File: config.mk
export PLATFORM = sky130hd
export DESIGN_NAME = sparse_triplet_merge_add
export DESIGN_NICKNAME = d
export VERILOG_FILES = /design/src/stma_pkg.sv /design/src/stma_ram.sv /design/src/stma_ctrl.sv /design/src/stma_dp.sv /design/src/sparse_triplet_merge_add.sv
export SDC_FILE = /design/constraint.sdc
export NUM_CORES = 2
export LEC_CHECK = 0
export CAP_MARGIN = 20
export CORE_MARGIN = 2
export CORE_UTILIZATION = 55
export CTS_CLUSTER_DIAMETER = 120
export CTS_CLUSTER_SIZE = 8
export DETAILED_ROUTE_END_ITERATION = 12
export DONT_BUFFER_PORTS = 1
export GPL_ROUTABILITY_DRIVEN = 1
export HOLD_SLACK_MARGIN = 0.15
export PLACE_DENSITY = 0.76
export SYNTH_ARGS = -nofsm -noshare
export SYNTH_HDL_FRONTEND = slang
export SYNTH_SLANG_ARGS = --single-unit
File: constraint.sdc
create_clock -name clk -period 5.2 [get_ports clk]
set_clock_uncertainty 0.2 [all_clocks]
set_input_delay 1.3 -clock clk [delete_from_list [all_inputs] [get_ports clk]]
set_output_delay 1.3 -clock clk [all_outputs]
set_load 0.01 [all_outputs]
File: src/stma_pkg.sv
// Package for the sparse triplet merge-add block.
// Holds sizes, result status codes, register indexes, the controller state type
// and the command/status structs shared by the controller and the datapath.
`default_nettype none
package stma_pkg;

  localparam int MAX_TERMS  = 32;
  localparam int MAX_DIM    = 256;
  localparam int DIM_CAP    = (MAX_DIM < 256) ? MAX_DIM : 256;

  localparam int DIM_W      = 9;
  localparam int POS_W      = 8;
  localparam int VAL_W      = 32;
  localparam int SUM_W      = VAL_W + 1;
  localparam int CNT_W      = $clog2(MAX_TERMS + 1);
  localparam int IDX_W      = (MAX_TERMS > 1) ? $clog2(MAX_TERMS) : 1;
  localparam int TCNT_W     = 7;
  localparam int ENTRY_W    = 2 * POS_W + VAL_W;
  localparam int STAT_W     = 2;
  localparam int ADDR_W     = 4;
  localparam int OUT_DATA_W = 56;

  // Result status codes.
  localparam logic [STAT_W-1:0] STAT_TERM  = 2'd0;
  localparam logic [STAT_W-1:0] STAT_SIZE  = 2'd1;
  localparam logic [STAT_W-1:0] STAT_OVF   = 2'd2;
  localparam logic [STAT_W-1:0] STAT_EMPTY = 2'd3;

  // Register indexes (word address bits).
  localparam logic [1:0] REG_ROWS_A = 2'd0;
  localparam logic [1:0] REG_COLS_A = 2'd1;
  localparam logic [1:0] REG_ROWS_B = 2'd2;
  localparam logic [1:0] REG_COLS_B = 2'd3;

  typedef enum logic [2:0] {
    ST_LOAD  = 3'b001,
    ST_CHECK = 3'b010,
    ST_MERGE = 3'b100
  } ctrl_state_t;

  typedef struct packed {
    logic in_take;
    logic merge_step;
    logic emit_single;
    logic clear_run;
  } ctrl_cmd_t;

  typedef struct packed {
    logic size_err;
    logic ovf;
    logic empty;
    logic merge_last;
    logic out_free;
  } dp_stat_t;

  // A size of zero acts as one; sizes above the cap are clamped.
  function automatic logic [DIM_W-1:0] eff_dim(input logic [DIM_W-1:0] v);
    logic [DIM_W-1:0] r;
    if (v == '0) begin
      r = DIM_W'(1);
    end else if (v > DIM_W'(DIM_CAP)) begin
      r = DIM_W'(DIM_CAP);
    end else begin
      r = v;
    end
    return r;
  endfunction

endpackage
`default_nettype wire

File: src/stma_ram.sv
// Generic single-write, single-read RAM with a registered read port.
// No dependencies.
`default_nettype none
module stma_ram #(
  parameter int WIDTH = 8,
  parameter int DEPTH = 32
) (
  input  wire logic                             clk,
  input  wire logic                             we,
  input  wire logic [$clog2(DEPTH)-1:0]         waddr,
  input  wire logic [WIDTH-1:0]                 wdata,
  input  wire logic [$clog2(DEPTH)-1:0]         raddr,
  output logic      [WIDTH-1:0]                 rdata
);

  logic [WIDTH-1:0] mem [DEPTH];

  always_ff @(posedge clk) begin
    if (we) begin
      mem[waddr] <= wdata;
    end
    rdata <= mem[raddr];
  end

endmodule
`default_nettype wire

File: src/stma_ctrl.sv
// Controller state machine: load, check (size mismatch, overflow, empty), merge.
// Depends on stma_pkg for the state type and the command/status structs.
`default_nettype none
module stma_ctrl (
  input  wire logic               clk,
  input  wire logic               rst_n,
  input  wire logic               in_tvalid,
  input  wire logic               in_sel,
  input  wire logic               in_last,
  output logic                    in_tready,
  input  wire stma_pkg::dp_stat_t stat,
  output stma_pkg::ctrl_cmd_t     cmd
);
  import stma_pkg::*;

  ctrl_state_t state_r, state_nxt;

  always_ff @(posedge clk) begin
    if (!rst_n) begin
      state_r <= ST_LOAD;
    end else begin
      state_r <= state_nxt;
    end
  end

  always_comb begin
    state_nxt       = state_r;
    in_tready       = 1'b0;
    cmd             = '0;
    case (state_r)
      ST_LOAD: begin
        in_tready   = 1'b1;
        cmd.in_take = in_tvalid;
        if (in_tvalid && in_last && in_sel) begin
          state_nxt = ST_CHECK;
        end
      end
      ST_CHECK: begin
        if (stat.size_err || stat.ovf || stat.empty) begin
          if (stat.out_free) begin
            cmd.emit_single = 1'b1;
            cmd.clear_run   = 1'b1;
            state_nxt       = ST_LOAD;
          end
        end else begin
          state_nxt = ST_MERGE;
        end
      end
      ST_MERGE: begin
        if (stat.out_free) begin
          cmd.merge_step = 1'b1;
          if (stat.merge_last) begin
            cmd.clear_run = 1'b1;
            state_nxt     = ST_LOAD;
          end
        end
      end
      default: begin
        state_nxt = ST_LOAD;
      end
    endcase
  end

endmodule
`default_nettype wire

File: src/stma_dp.sv
// Datapath: position counter, triplet lists, merge compare/add and result register.
// Depends on stma_pkg and stma_ram.
`default_nettype none
module stma_dp (
  input  wire logic                              clk,
  input  wire logic                              rst_n,
  input  wire stma_pkg::ctrl_cmd_t               cmd,
  output stma_pkg::dp_stat_t                     stat,
  input  wire logic [stma_pkg::DIM_W-1:0]        rows_a,
  input  wire logic [stma_pkg::DIM_W-1:0]        cols_a,
  input  wire logic [stma_pkg::DIM_W-1:0]        rows_b,
  input  wire logic [stma_pkg::DIM_W-1:0]        cols_b,
  input  wire logic                              in_sel,
  input  wire logic [stma_pkg::VAL_W-1:0]        in_value,
  input  wire logic                              in_last,
  output logic                                   out_valid,
  input  wire logic                              out_ready,
  output logic [stma_pkg::POS_W-1:0]             out_row,
  output logic [stma_pkg::POS_W-1:0]             out_col,
  output logic signed [stma_pkg::SUM_W-1:0]      out_sum,
  output logic [stma_pkg::STAT_W-1:0]            out_status,
  output logic [stma_pkg::TCNT_W-1:0]            out_count,
  output logic                                   out_last
);
  import stma_pkg::*;

  logic [DIM_W-1:0] e_rows_a, e_cols_a, e_rows_b, e_cols_b, sel_rows, sel_cols;
  logic [POS_W-1:0] load_row_r, load_row_nxt, load_col_r, load_col_nxt;
  logic             pos_full_r, pos_full_nxt;
  logic [DIM_W-1:0] col_inc, row_inc;
  logic [CNT_W-1:0] count_a_r, count_a_nxt, count_b_r, count_b_nxt;
  logic             ovf_r, ovf_nxt;
  logic [CNT_W-1:0] ia_r, ia_nxt, jb_r, jb_nxt;
  logic [TCNT_W-1:0] n_r, n_nxt;
  logic             nonzero, store_ok;
  logic             we_a, we_b;
  logic [ENTRY_W-1:0] wentry, ra, rb;
  logic             a_has, b_has, a_lt, b_lt, take_a, take_b, inc_a, inc_b;
  logic [CNT_W-1:0] ia_inc, jb_inc;
  logic [2*POS_W-1:0] key_a, key_b;
  logic signed [SUM_W-1:0] sext_a, sext_b, merge_sum;
  logic             out_valid_r, out_valid_nxt;
  logic [POS_W-1:0] out_row_r, out_col_r;
  logic signed [SUM_W-1:0] out_sum_r;
  logic [STAT_W-1:0] out_status_r, single_status;
  logic [TCNT_W-1:0] out_count_r;
  logic             out_last_r;

  assign e_rows_a = eff_dim(rows_a);
  assign e_cols_a = eff_dim(cols_a);
  assign e_rows_b = eff_dim(rows_b);
  assign e_cols_b = eff_dim(cols_b);
  assign sel_rows = in_sel ? e_rows_b : e_rows_a;
  assign sel_cols = in_sel ? e_cols_b : e_cols_a;

  // Element load: position stepping and list writes.
  assign nonzero  = (in_value != '0);
  assign store_ok = cmd.in_take && !pos_full_r && nonzero;
  assign we_a     = store_ok && !in_sel && (count_a_r < CNT_W'(MAX_TERMS));
  assign we_b     = store_ok &&  in_sel && (count_b_r < CNT_W'(MAX_TERMS));
  assign wentry   = {load_row_r, load_col_r, in_value};
  assign col_inc  = {1'b0, load_col_r} + DIM_W'(1);
  assign row_inc  = {1'b0, load_row_r} + DIM_W'(1);

  always_comb begin
    load_row_nxt = load_row_r;
    load_col_nxt = load_col_r;
    pos_full_nxt = pos_full_r;
    if (cmd.in_take) begin
      if (!pos_full_r) begin
        if (col_inc >= sel_cols) begin
          load_col_nxt = '0;
          if (row_inc >= sel_rows) begin
            load_row_nxt = '0;
            pos_full_nxt = 1'b1;
          end else begin
            load_row_nxt = row_inc[POS_W-1:0];
          end
        end else begin
          load_col_nxt = col_inc[POS_W-1:0];
        end
      end
      if (in_last) begin
        load_row_nxt = '0;
        load_col_nxt = '0;
        pos_full_nxt = 1'b0;
      end
    end
  end

  // Merge compare and add over the current heads of both lists.
  assign a_has  = (ia_r < count_a_r);
  assign b_has  = (jb_r < count_b_r);
  assign key_a  = ra[ENTRY_W-1:VAL_W];
  assign key_b  = rb[ENTRY_W-1:VAL_W];
  assign a_lt   = key_a < key_b;
  assign b_lt   = key_b < key_a;
  assign take_a = a_has && (!b_has || a_lt);
  assign take_b = b_has && (!a_has || b_lt);
  assign inc_a  = a_has && !take_b;
  assign inc_b  = b_has && !take_a;
  assign ia_inc = ia_r + CNT_W'(inc_a);
  assign jb_inc = jb_r + CNT_W'(inc_b);
  assign sext_a = {ra[VAL_W-1], ra[VAL_W-1:0]};
  assign sext_b = {rb[VAL_W-1], rb[VAL_W-1:0]};

  always_comb begin
    if (take_a) begin
      merge_sum = sext_a;
    end else if (take_b) begin
      merge_sum = sext_b;
    end else begin
      merge_sum = sext_a + sext_b;
    end
  end

  always_comb begin
    count_a_nxt = count_a_r + CNT_W'(we_a);
    count_b_nxt = count_b_r + CNT_W'(we_b);
    ovf_nxt     = ovf_r || (store_ok && !we_a && !we_b);
    ia_nxt      = cmd.merge_step ? ia_inc : ia_r;
    jb_nxt      = cmd.merge_step ? jb_inc : jb_r;
    n_nxt       = cmd.merge_step ? n_r + TCNT_W'(1) : n_r;
    if (cmd.clear_run) begin
      count_a_nxt = '0;
      count_b_nxt = '0;
      ovf_nxt     = 1'b0;
      ia_nxt      = '0;
      jb_nxt      = '0;
      n_nxt       = '0;
    end
  end

  // Read addresses follow the next index so that read data matches the index register.
  stma_ram #(.WIDTH(ENTRY_W), .DEPTH(MAX_TERMS)) u_list_a (
    .clk   (clk),
    .we    (we_a),
    .waddr (count_a_r[IDX_W-1:0]),
    .wdata (wentry),
    .raddr (ia_nxt[IDX_W-1:0]),
    .rdata (ra)
  );

  stma_ram #(.WIDTH(ENTRY_W), .DEPTH(MAX_TERMS)) u_list_b (
    .clk   (clk),
    .we    (we_b),
    .waddr (count_b_r[IDX_W-1:0]),
    .wdata (wentry),
    .raddr (jb_nxt[IDX_W-1:0]),
    .rdata (rb)
  );

  always_comb begin
    if (stat.size_err) begin
      single_status = STAT_SIZE;
    end else if (ovf_r) begin
      single_status = STAT_OVF;
    end else begin
      single_status = STAT_EMPTY;
    end
  end

  assign stat.size_err   = (e_rows_a != e_rows_b) || (e_cols_a != e_cols_b);
  assign stat.ovf        = ovf_r;
  assign stat.empty      = (count_a_r == '0) && (count_b_r == '0);
  assign stat.merge_last = (ia_inc >= count_a_r) && (jb_inc >= count_b_r);
  assign stat.out_free   = !out_valid_r || out_ready;

  always_comb begin
    out_valid_nxt = out_valid_r;
    if (cmd.emit_single || cmd.merge_step) begin
      out_valid_nxt = 1'b1;
    end else if (out_ready) begin
      out_valid_nxt = 1'b0;
    end
  end

  always_ff @(posedge clk) begin
    if (!rst_n) begin
      load_row_r  <= '0;
      load_col_r  <= '0;
      pos_full_r  <= 1'b0;
      count_a_r   <= '0;
      count_b_r   <= '0;
      ovf_r       <= 1'b0;
      ia_r        <= '0;
      jb_r        <= '0;
      n_r         <= '0;
      out_valid_r <= 1'b0;
    end else begin
      load_row_r  <= load_row_nxt;
      load_col_r  <= load_col_nxt;
      pos_full_r  <= pos_full_nxt;
      count_a_r   <= count_a_nxt;
      count_b_r   <= count_b_nxt;
      ovf_r       <= ovf_nxt;
      ia_r        <= ia_nxt;
      jb_r        <= jb_nxt;
      n_r         <= n_nxt;
      out_valid_r <= out_valid_nxt;
    end
  end

  always_ff @(posedge clk) begin
    if (cmd.emit_single) begin
      out_row_r    <= '0;
      out_col_r    <= '0;
      out_sum_r    <= '0;
      out_status_r <= single_status;
      out_count_r  <= '0;
      out_last_r   <= 1'b1;
    end else if (cmd.merge_step) begin
      out_row_r    <= take_a ? ra[ENTRY_W-1:ENTRY_W-POS_W] : rb[ENTRY_W-1:ENTRY_W-POS_W];
      out_col_r    <= take_a ? ra[VAL_W+POS_W-1:VAL_W] : rb[VAL_W+POS_W-1:VAL_W];
      out_sum_r    <= merge_sum;
      out_status_r <= STAT_TERM;
      out_count_r  <= stat.merge_last ? n_r + TCNT_W'(1) : '0;
      out_last_r   <= stat.merge_last;
    end
  end

  assign out_valid  = out_valid_r;
  assign out_row    = out_row_r;
  assign out_col    = out_col_r;
  assign out_sum    = out_sum_r;
  assign out_status = out_status_r;
  assign out_count  = out_count_r;
  assign out_last   = out_last_r;

  a_count_bound: assert property (@(posedge clk) disable iff (!rst_n)
    (count_a_r <= CNT_W'(MAX_TERMS)) && (count_b_r <= CNT_W'(MAX_TERMS)))
    else $error("list count above capacity");

  a_merge_has_term: assert property (@(posedge clk) disable iff (!rst_n)
    cmd.merge_step |-> (a_has || b_has))
    else $error("merge step with both lists exhausted");

  a_no_overwrite: assert property (@(posedge clk) disable iff (!rst_n)
    (out_valid_r && !out_ready) |-> !(cmd.merge_step || cmd.emit_single))
    else $error("pending result overwritten");

  a_no_load_in_merge: assert property (@(posedge clk) disable iff (!rst_n)
    cmd.merge_step |-> !(we_a || we_b))
    else $error("list written during merge");

endmodule
`default_nettype wire

File: src/sparse_triplet_merge_add.sv
// Sparse triplet merge-add, top level: configuration registers, controller, datapath.
// Elements are taken one per cycle while loading; after the last element of B the
// check state runs, then one result per cycle while the output is not stalled
// (output register, one merge step per cycle through the registered list reads).
// Synchronous active-low reset clears all control state and sets sizes to 1x1.
// Depends on stma_pkg, stma_ctrl, stma_dp and stma_ram.
`default_nettype none
module sparse_triplet_merge_add (
  input  wire logic                                clk,
  input  wire logic                                rst_n,
  input  wire logic                                in_tvalid,
  output logic                                     in_tready,
  input  wire logic [stma_pkg::VAL_W-1:0]          in_tdata,   // elem_value
  input  wire logic                                in_tuser,   // matrix_sel
  input  wire logic                                in_tlast,   // elem_last
  output logic                                     out_tvalid,
  input  wire logic                                out_tready,
  // out_row[7:0], out_col[15:8], out_sum[48:16], term_count[55:49]
  output logic [stma_pkg::OUT_DATA_W-1:0]          out_tdata,
  output logic [stma_pkg::STAT_W-1:0]              out_tuser,  // status
  output logic                                     out_tlast,  // out_last
  input  wire logic                                cfg_psel,
  input  wire logic                                cfg_penable,
  input  wire logic                                cfg_pwrite,
  input  wire logic [stma_pkg::ADDR_W-1:0]         cfg_paddr,
  input  wire logic [31:0]                         cfg_pwdata,
  output logic [31:0]                              cfg_prdata,
  output logic                                     cfg_pready
);
  import stma_pkg::*;

  logic [DIM_W-1:0] rows_a_r, cols_a_r, rows_b_r, cols_b_r;
  logic             cfg_wr;
  logic [1:0]       reg_idx;
  ctrl_cmd_t        cmd;
  dp_stat_t         stat;
  logic [POS_W-1:0] res_row, res_col;
  logic signed [SUM_W-1:0] res_sum;
  logic [TCNT_W-1:0] res_count;

  assign cfg_pready = 1'b1;
  assign cfg_wr     = cfg_psel && cfg_penable && cfg_pwrite && cfg_pready;
  assign reg_idx    = cfg_paddr[3:2];

  always_ff @(posedge clk) begin
    if (!rst_n) begin
      rows_a_r <= DIM_W'(1);
      cols_a_r <= DIM_W'(1);
      rows_b_r <= DIM_W'(1);
      cols_b_r <= DIM_W'(1);
    end else if (cfg_wr) begin
      case (reg_idx)
        REG_ROWS_A: rows_a_r <= cfg_pwdata[DIM_W-1:0];
        REG_COLS_A: cols_a_r <= cfg_pwdata[DIM_W-1:0];
        REG_ROWS_B: rows_b_r <= cfg_pwdata[DIM_W-1:0];
        REG_COLS_B: cols_b_r <= cfg_pwdata[DIM_W-1:0];
        default: ;
      endcase
    end
  end

  always_comb begin
    case (reg_idx)
      REG_ROWS_A: cfg_prdata = 32'(rows_a_r);
      REG_COLS_A: cfg_prdata = 32'(cols_a_r);
      REG_ROWS_B: cfg_prdata = 32'(rows_b_r);
      REG_COLS_B: cfg_prdata = 32'(cols_b_r);
      default:    cfg_prdata = '0;
    endcase
  end

  stma_ctrl u_ctrl (
    .clk       (clk),
    .rst_n     (rst_n),
    .in_tvalid (in_tvalid),
    .in_sel    (in_tuser),
    .in_last   (in_tlast),
    .in_tready (in_tready),
    .stat      (stat),
    .cmd       (cmd)
  );

  stma_dp u_dp (
    .clk        (clk),
    .rst_n      (rst_n),
    .cmd        (cmd),
    .stat       (stat),
    .rows_a     (rows_a_r),
    .cols_a     (cols_a_r),
    .rows_b     (rows_b_r),
    .cols_b     (cols_b_r),
    .in_sel     (in_tuser),
    .in_value   (in_tdata),
    .in_last    (in_tlast),
    .out_valid  (out_tvalid),
    .out_ready  (out_tready),
    .out_row    (res_row),
    .out_col    (res_col),
    .out_sum    (res_sum),
    .out_status (out_tuser),
    .out_count  (res_count),
    .out_last   (out_tlast)
  );

  assign out_tdata = {res_count, res_sum, res_col, res_row};

endmodule
`default_nettype wire
Yosys cells after proc, flatten, opt, wreduce, memory -nomap -nowiden. Memory sizes are Yosys's and may differ from the RTL's. A register that Yosys moved wholly into a read port is not among the register bits. Cells that the tools add are included.

Flip-flop bits (word level): 148. Latch bits: 0. Memory bits (writable): 3072. Bits in read-only memories: 0. Input port bits: 77. Output and inout bits: 94. Memories kept: 2.

$add $sub $neg: 8. $mul: 0. Divide/modulo/power cells: 0. $lt $le $gt $ge: 14. Equality and inequality tests: 13. Shift-type cells: 0. Muxes and demuxes: 57. Bitwise logic cells: 1. Reduce and logical (&&, ||, !) cells: 54.

Memories: u_dp.u_list_a.mem (words 32, width 48, read ports 1, clocked after Yosys merged registers in 1, wr ports 1, RTL line stma_ram.sv:16) `logic [WIDTH-1:0] mem [DEPTH];`; u_dp.u_list_b.mem (words 32, width 48, read ports 1, clocked after Yosys merged registers in 1, wr ports 1, RTL line stma_ram.sv:16).

Operators with widths (number): $pmux 32 s4 (1); $mux 9 (10); $mux 8 (9); $mux 33 (2); $gt 9x9->1 const B (4); $logic_not 9->1 (4); $add 32x32->33 (1); $lt 16x16->1 (2); $reduce_bool 32->1 (1); $add 6x1->6 (4); $mux 5 (4); $add 8x1->9 const B (2); $ge 9x9->1 (2); $logic_and 1x1->1 (18); $mux 1 (18); $ne 9x9->1 (2); $mux 3 (5); $ge 6x6->1 (2); $logic_not 6->1 (2); $lt 6x6->1 (2); $lt 6x6->1 const B (2); $mux 2 (5); $reduce_and 2->1 (5); $logic_not 1->1 (9); 19 further kinds (31).

Depth between registers and ports, before layout.
Depth in word-level cells: 13. Gate-level depth with buffers: 25. Mapped depth without buffers: 22.

Modules after synthesis. Synthesis repeated with hierarchy kept, for this count alone.

Cells, all modules: 8093. Area total of the unflattened synthesis: 132523.4 um2.

Modules (own cells, without submodules): stma_ram (instances 2, cells an instance 3364, area an instance 60724.5 um2); stma_dp (instances 1, cells an instance 1164, area an instance 9087.5 um2); sparse_triplet_merge_add (instances 1, cells an instance 169, area an instance 1749.2 um2); stma_ctrl (instances 1, cells an instance 32, area an instance 237.7 um2).

Worst setup path after synthesis. No wires, ideal clock.

Path kind: flip-flop to flip-flop. From: register u_dp.count_b_r[3]. To: register u_dp.u_list_b.rdata[45] (read register of u_dp.u_list_b.mem). Setup time: 0.074 ns. Arrival time: 4.973 ns. Required time: 4.926 ns. Setup slack: -0.047 ns. Stages on the path, launching flop included: 24. Path buffers: 3. Period minus slack after synthesis: 5.247 ns. Path through: dfxtp_1 -> inv_2 -> ha_1 -> a21oi_1 -> o21ai_0 -> a31o_2 -> a21oi_1 -> a21oi_1 -> ha_1 -> ha_1 -> xor2_1 -> ha_1 -> a2111oi_0 -> o31ai_1 -> and3_1 -> clkbuf_1 -> nor3_1 -> a21boi_0 -> clkbuf_1 -> buf_2 -> a211oi_1 -> a22oi_1 -> o21ai_0 -> o21ai_0.

Longest elaborated chain between the ends: 13. Elaborated cells between the ends (all ways): 23. Classes of those cells: add/sub (2); order compare (3); mux (6); reduce/logical (12).

Ends and longest elaborated chain: start, declared (RTL line stma_dp.sv:31) `logic [CNT_W-1:0] count_a_r, count_a_nxt, count_b_r, count_b_nxt;`; start signal, assigned (RTL line stma_dp.sv:195) `count_b_r <= count_b_nxt;`; $lt 6x6->1 (RTL line stma_dp.sv:93) `assign b_has = (jb_r < count_b_r);`; $logic_not 1->1 (RTL line stma_dp.sv:98) `assign take_a = a_has && (!b_has || a_lt);`; $logic_or 1x1->1 (RTL line stma_dp.sv:98); $logic_and 1x1->1 (RTL line stma_dp.sv:98); $logic_not 1->1 (RTL line stma_dp.sv:101) `assign inc_b = b_has && !take_a;`; $logic_and 1x1->1 (RTL line stma_dp.sv:101); $add 6x1->6 (RTL line stma_dp.sv:103) `assign jb_inc = jb_r + CNT_W'(inc_b);`; $ge 6x6->1 (RTL line stma_dp.sv:166) `assign stat.merge_last = (ia_inc >= count_a_r) && (jb_inc >= count_b_r);`; $logic_and 1x1->1 (RTL line stma_dp.sv:166); $mux 1 (RTL line stma_ctrl.sv:52) `if (stat.merge_last) begin`; $mux 1 (RTL line stma_ctrl.sv:50) `if (stat.out_free) begin`; $pmux 1 s2 (RTL line stma_ctrl.sv:30) `case (state_r)`; $mux 5 (*) (RTL line stma_dp.sv:124) `if (cmd.clear_run) begin`; end, declared (RTL line stma_ram.sv:13) `output logic [WIDTH-1:0] rdata`.

Every way passes the cells marked *; elsewhere a longest branch is shown, timed or not. A chain may end at the register's enable or synchronous reset.

Worst setup path in the final report.
From: register u_dp.u_list_b.rdata[45] (read register of u_dp.u_list_b.mem). To: register u_dp.u_list_b.rdata[45] (read register of u_dp.u_list_b.mem).

Longest elaborated chain between the ends: 12. Elaborated cells between the ends (all ways): 20. Classes of those cells: add/sub (2); order compare (4); mux (5); reduce/logical (9).

Ends and longest elaborated chain (RTL line): $lt 16x16->1 (on tied branches) (stma_dp.sv:97, stma_dp.sv:96); $logic_or 1x1->1 (on tied branches) (stma_dp.sv:99, stma_dp.sv:98); $logic_and 1x1->1 (on tied branches) (stma_dp.sv:99, stma_dp.sv:98); $logic_not 1->1 (on tied branches) (stma_dp.sv:100, stma_dp.sv:101); $logic_and 1x1->1 (on tied branches) (stma_dp.sv:100, stma_dp.sv:101); $add 6x1->6 (on tied branches) (stma_dp.sv:102, stma_dp.sv:103); $ge 6x6->1 (stma_dp.sv:166); $logic_and 1x1->1 (stma_dp.sv:166); $mux 1 (stma_ctrl.sv:52); $mux 1 (stma_ctrl.sv:50); $pmux 1 s2 (stma_ctrl.sv:30); $mux 5 (*) (stma_dp.sv:124).

Marks and branches as above.

==> results.py <==
metrics = {
    "route": {
        "drtPass1Iterations": 10,
        "ant_nets": 0,
        "totalWireLength_um": 441100,
        "drtIter0Drc": 16300,
        "via_per_inst": 6.855,
        "drcViolationCount": 0,
        "num_vias": 91340,
        "wl_per_cell_um": 33.10,
    },
    "power_and_ir_drop": {
        "report.power.total_mw": 58.79,
        "power.density_mw_per_mm2": 366.5,
        "peakVddDrop_mv": 0.4250,
        "leakagePower_nw": 54.33,
    },
    "worst_setup_path": {
        "startpoint": "u_dp.u_list_b.rdata[45]$_DFF_P_",
        "crit_path_max_incr_delay_ps": 450,
        "crit_path_max_fanout": 7,
        "rrSetupSlack_ps": -220,
        "cp-end-kind": "flop",
        "worstReg2RegEnd": "u_dp.u_list_b.rdata[45]$_DFF_P_",
        "arrival_ps": 6130,
        "worstSetupStartpointType": "flop",
        "critPathSlowestCell": "dfxtp_4",
        "r2r_start": "u_dp.u_list_b.rdata[45]$_DFF_P_",
        "worst_ep_required_time_ps": 5910,
        "cp_common_cell": "ha_4",
        "worstSetupEndpoint": "u_dp.u_list_b.rdata[45]$_DFF_P_",
        "reg2regPathDepth": 29,
        "crit_type": "flop to flop",
    },
    "floorplan": {
        "num_io_pins": 171,
        "initial_core_util_pct": 55.35,
        "die_area_mm2": 0.2433,
        "std_cell_rows": 179,
        "coreArea_mm2": 0.2379,
        "die_h_um": 493.3,
        "die_w_um": 493.3,
    },
    "logic_synthesis": {
        "synth-main-ff-cell": "edfxtp_1",
        "synth_xor_xnor_area_share_pct": 0.5389,
        "ys_types": 75,
        "yosysSeqAreaShare_pct": 73.79,
        "yosys.area_share.adder_pct": 0.9561,
        "async_flop_share_pct": 0,
        "syn_area_mm2": 0.1317,
        "synth_edf_count": 3074,
        "avgSynthCellArea_um2": 14.60,
        "synth_warnings": 0,
        "synthSimpleGateAreaFrac_pct": 7.315,
        "syn_inst": 9019,
        "synthMuxAreaShare_pct": 4.355,
        "synth_top_family_by_area": "compound AO/OA/AOI/OAI gates",
        "synth-seq-cells": 3316,
        "synth_compound_area_share_pct": 11.06,
    },
    "run_status": {
        "violations": "setup timing",
        "status": "finished, violations left",
    },
    "global_route": {
        "grt_overflow_total": 0,
        "grt_first_pass_wirelength_um": 617200,
        "grtUsageTotal_pct": 35.05,
        "antenna_found_initial": 31,
        "grt_max_degree": 82,
        "grt_pass1_vias": 90410,
    },
    "cts": {
        "clk_latency_ps": 1030,
        "path_clk_slew_ps": 60,
        "ctsLongestPathBuffers": 4,
        "cts_sinks": 3316,
        "cts_tree": "built",
        "htreeDepth": 5,
        "cts_buffers": 464,
        "clockRootBuffer": "clkbuf_16",
    },
    "worst_hold_path": {
        "min_path_type": "input pin to flop",
    },
    "timing": {
        "relSlewSlack_pct": 23.01,
        "hold_viol_final": 0,
        "tightest_slew_ps": 1155,
        "rsz0062_at_grt": "yes",
        "max_freq_ghz": 0.1844,
        "drv_slew": 0,
        "holdWs_ps": 182.3,
        "fin_ws_ps": -223.2,
        "period_needed_ps": 5423,
        "setup_violations": 78,
        "min_period_over_period_pct": 104.3,
    },
    "finish": {
        "finalNetCount": 9996,
        "final_cell_mix": "3074 x edfxtp_1, 1453 x nand2_1, 727 x a21oi_1",
        "n_fill_cell": 14730,
        "fin_area_mm2": 0.1604,
        "final_common_cell": "edfxtp_1",
        "drive_above_1_share_pct": 21.34,
        "syn_to_final_growth_pct": 21.84,
    },
    "run": {
        "cap_violations": 0,
    },
    "place": {
        "post-place-ws_ps": -1117,
        "place_hpwl_um": 238500,
        "io_buffers": 0,
        "place_area_mm2": 0.1430,
        "finalWeightedCongestion": 0.9128,
    },
}
layout make-up:
type / count / area, µm² / share of cell area, %
sequential: 3316 / 97190 / 60.59
multi-input combinational: 5069 / 35160 / 21.92
clock buffer: 788 / 12950 / 8.076
timing repair buffer: 921 / 10810 / 6.738
tap: 3167 / 3963 / 2.470
inverter: 47 / 181.4 / 0.1131
clock inverter: 9 / 133.9 / 0.08346
antenna: 9 / 22.52 / 0.01404
sequential cells by signal, summed over array words and instances (netlist names), 9 cells and up:
register             flops
cols_a_r                 9
cols_b_r                 9
rows_a_r                 9
rows_b_r                 9
u_dp.out_sum            33
u_dp.u_list_a.mem     1536
u_dp.u_list_a.rdata     48
u_dp.u_list_b.mem     1536
u_dp.u_list_b.rdata     48
logic make-up after synthesis:
group           count (synthesis)
flops                        3316
simple gates                 2331
compound gates               2212
buf+inv                       656
mux                           321
fa+ha+maj                     100
xor+xnor                       81
other cells                     2
synthesized netlist by cell type, types with 6 or more instances:
master	count	area [µm²]
edfxtp_1	3074	92310
nand2_1	1488	5585
a21oi_1	757	3789
clkbuf_1	496	1862
nor2_1	407	1528
o21ai_0	348	1742
dfxtp_1	242	4845
mux4_2	201	4527
a221oi_1	193	1690
a211oi_1	154	1156
mux2i_1	116	1161
nor3_1	113	565.5
a22oi_1	110	825.8
nand3_1	108	540.5
ha_1	99	1239
o221ai_1	97	849.6
o211ai_1	63	473.0
o22ai_1	60	375.4
or3_1	57	356.6
o21a_1	54	405.4
a32oi_1	53	464.2
xnor2_1	52	455.4
a211o_1	50	437.9
nor2b_1	50	312.8
o221a_2	49	551.8
o31a_1	48	420.4
buf_1	47	176.4
o22a_1	47	411.6
buf_2	42	210.2
inv_1	42	157.7
a21o_1	31	232.7
xor2_1	29	254.0
a31oi_1	26	162.7
buf_4	24	180.2
o21ai_1	19	95.09
and3_1	18	112.6
nand2b_1	15	93.84
nor3b_1	15	112.6
nor4_1	15	93.84
nand3b_1	10	75.07
nand4_1	10	62.56
a21boi_0	9	67.56
o31ai_1	9	67.56
or2_2	6	37.54
critical path, delay by kind of cell, from the launching register on:
family                   cells  cell delay, ps
AO/OA/AOI/OAI                8            1700
buffers and inverters        9            1180
adder cells (fa/ha/maj)      4             920
AND/OR/NAND/NOR              7             680
flip-flops                   1             450
XOR/XNOR                     1             160
worst min-delay path by stage:
stage	startpoint	end	slack, ps	cells past startpoint
5_1_grt	in_tdata[2]	u_dp.u_list_b.mem[31][2]$_DFFE_PP_	150	0
6_report	in_tdata[2]	u_dp.u_list_b.mem[13][2]$_DFFE_PP_	180	0
3_3_place_gp	u_dp.n_r[1]$_SDFFE_PP0P_	u_dp.n_r[1]$_SDFFE_PP0P_	260	2
3_5_place_dp	u_dp.n_r[1]$_SDFFE_PP0P_	u_dp.n_r[1]$_SDFFE_PP0P_	280	2
2_1_floorplan	u_dp.n_r[1]$_SDFFE_PP0P_	u_dp.n_r[1]$_SDFFE_PP0P_	250	2
4_1_cts	in_tdata[0]	u_dp.u_list_a.mem[14][0]$_DFFE_PP_	150	0
metal layers:
| layer | share of wire, % | track usage, % | vias up |
|---|---|---|---|
| li1 | - | - | 36550 |
| met1 | 33 | 44.01 | 44660 |
| met2 | 44 | 53.10 | 8236 |
| met3 | 14 | 9.616 | 1892 |
| met4 | 8.6 | 24.54 | 16 |
| met5 | 0.024 | 0 | - |
power breakdown:
group / internal, mW / switching (mW) / total [mW]
clock network: 16.7 / 10.9 / 27.6
registers: 29.3 / 0.361 / 29.7
logic: 0.567 / 0.956 / 1.52
total: 46.5 / 12.3 / 58.8
stage by stage:
stage / utilization [%] / cells / TNS, ps
2_1_floorplan: - / 9041 / 0
3_3_place_gp: 60.13 / 12410 / -87500
3_5_place_dp: 60.13 / 12410 / -88810
4_1_cts: 66.76 / 13300 / -9507
5_1_grt: 67.43 / 13320 / -13760
6_report: 67.44 / 13330 / -6790
timing repair:
| action | 4_1_cts | 5_1_grt |
|---|---|---|
| buffers inserted | 75 | 29 |
| gates cloned | 23 | 3 |
| resized for setup | 340 | 372 |
| hold endpoints to repair | 55 | 1 |
| hold buffers | 9 | 1 |
| endpoints found under the setup margin | 129 | 96 |
| pin swaps | 113 | 117 |
(Power assumes the default switching activity.)
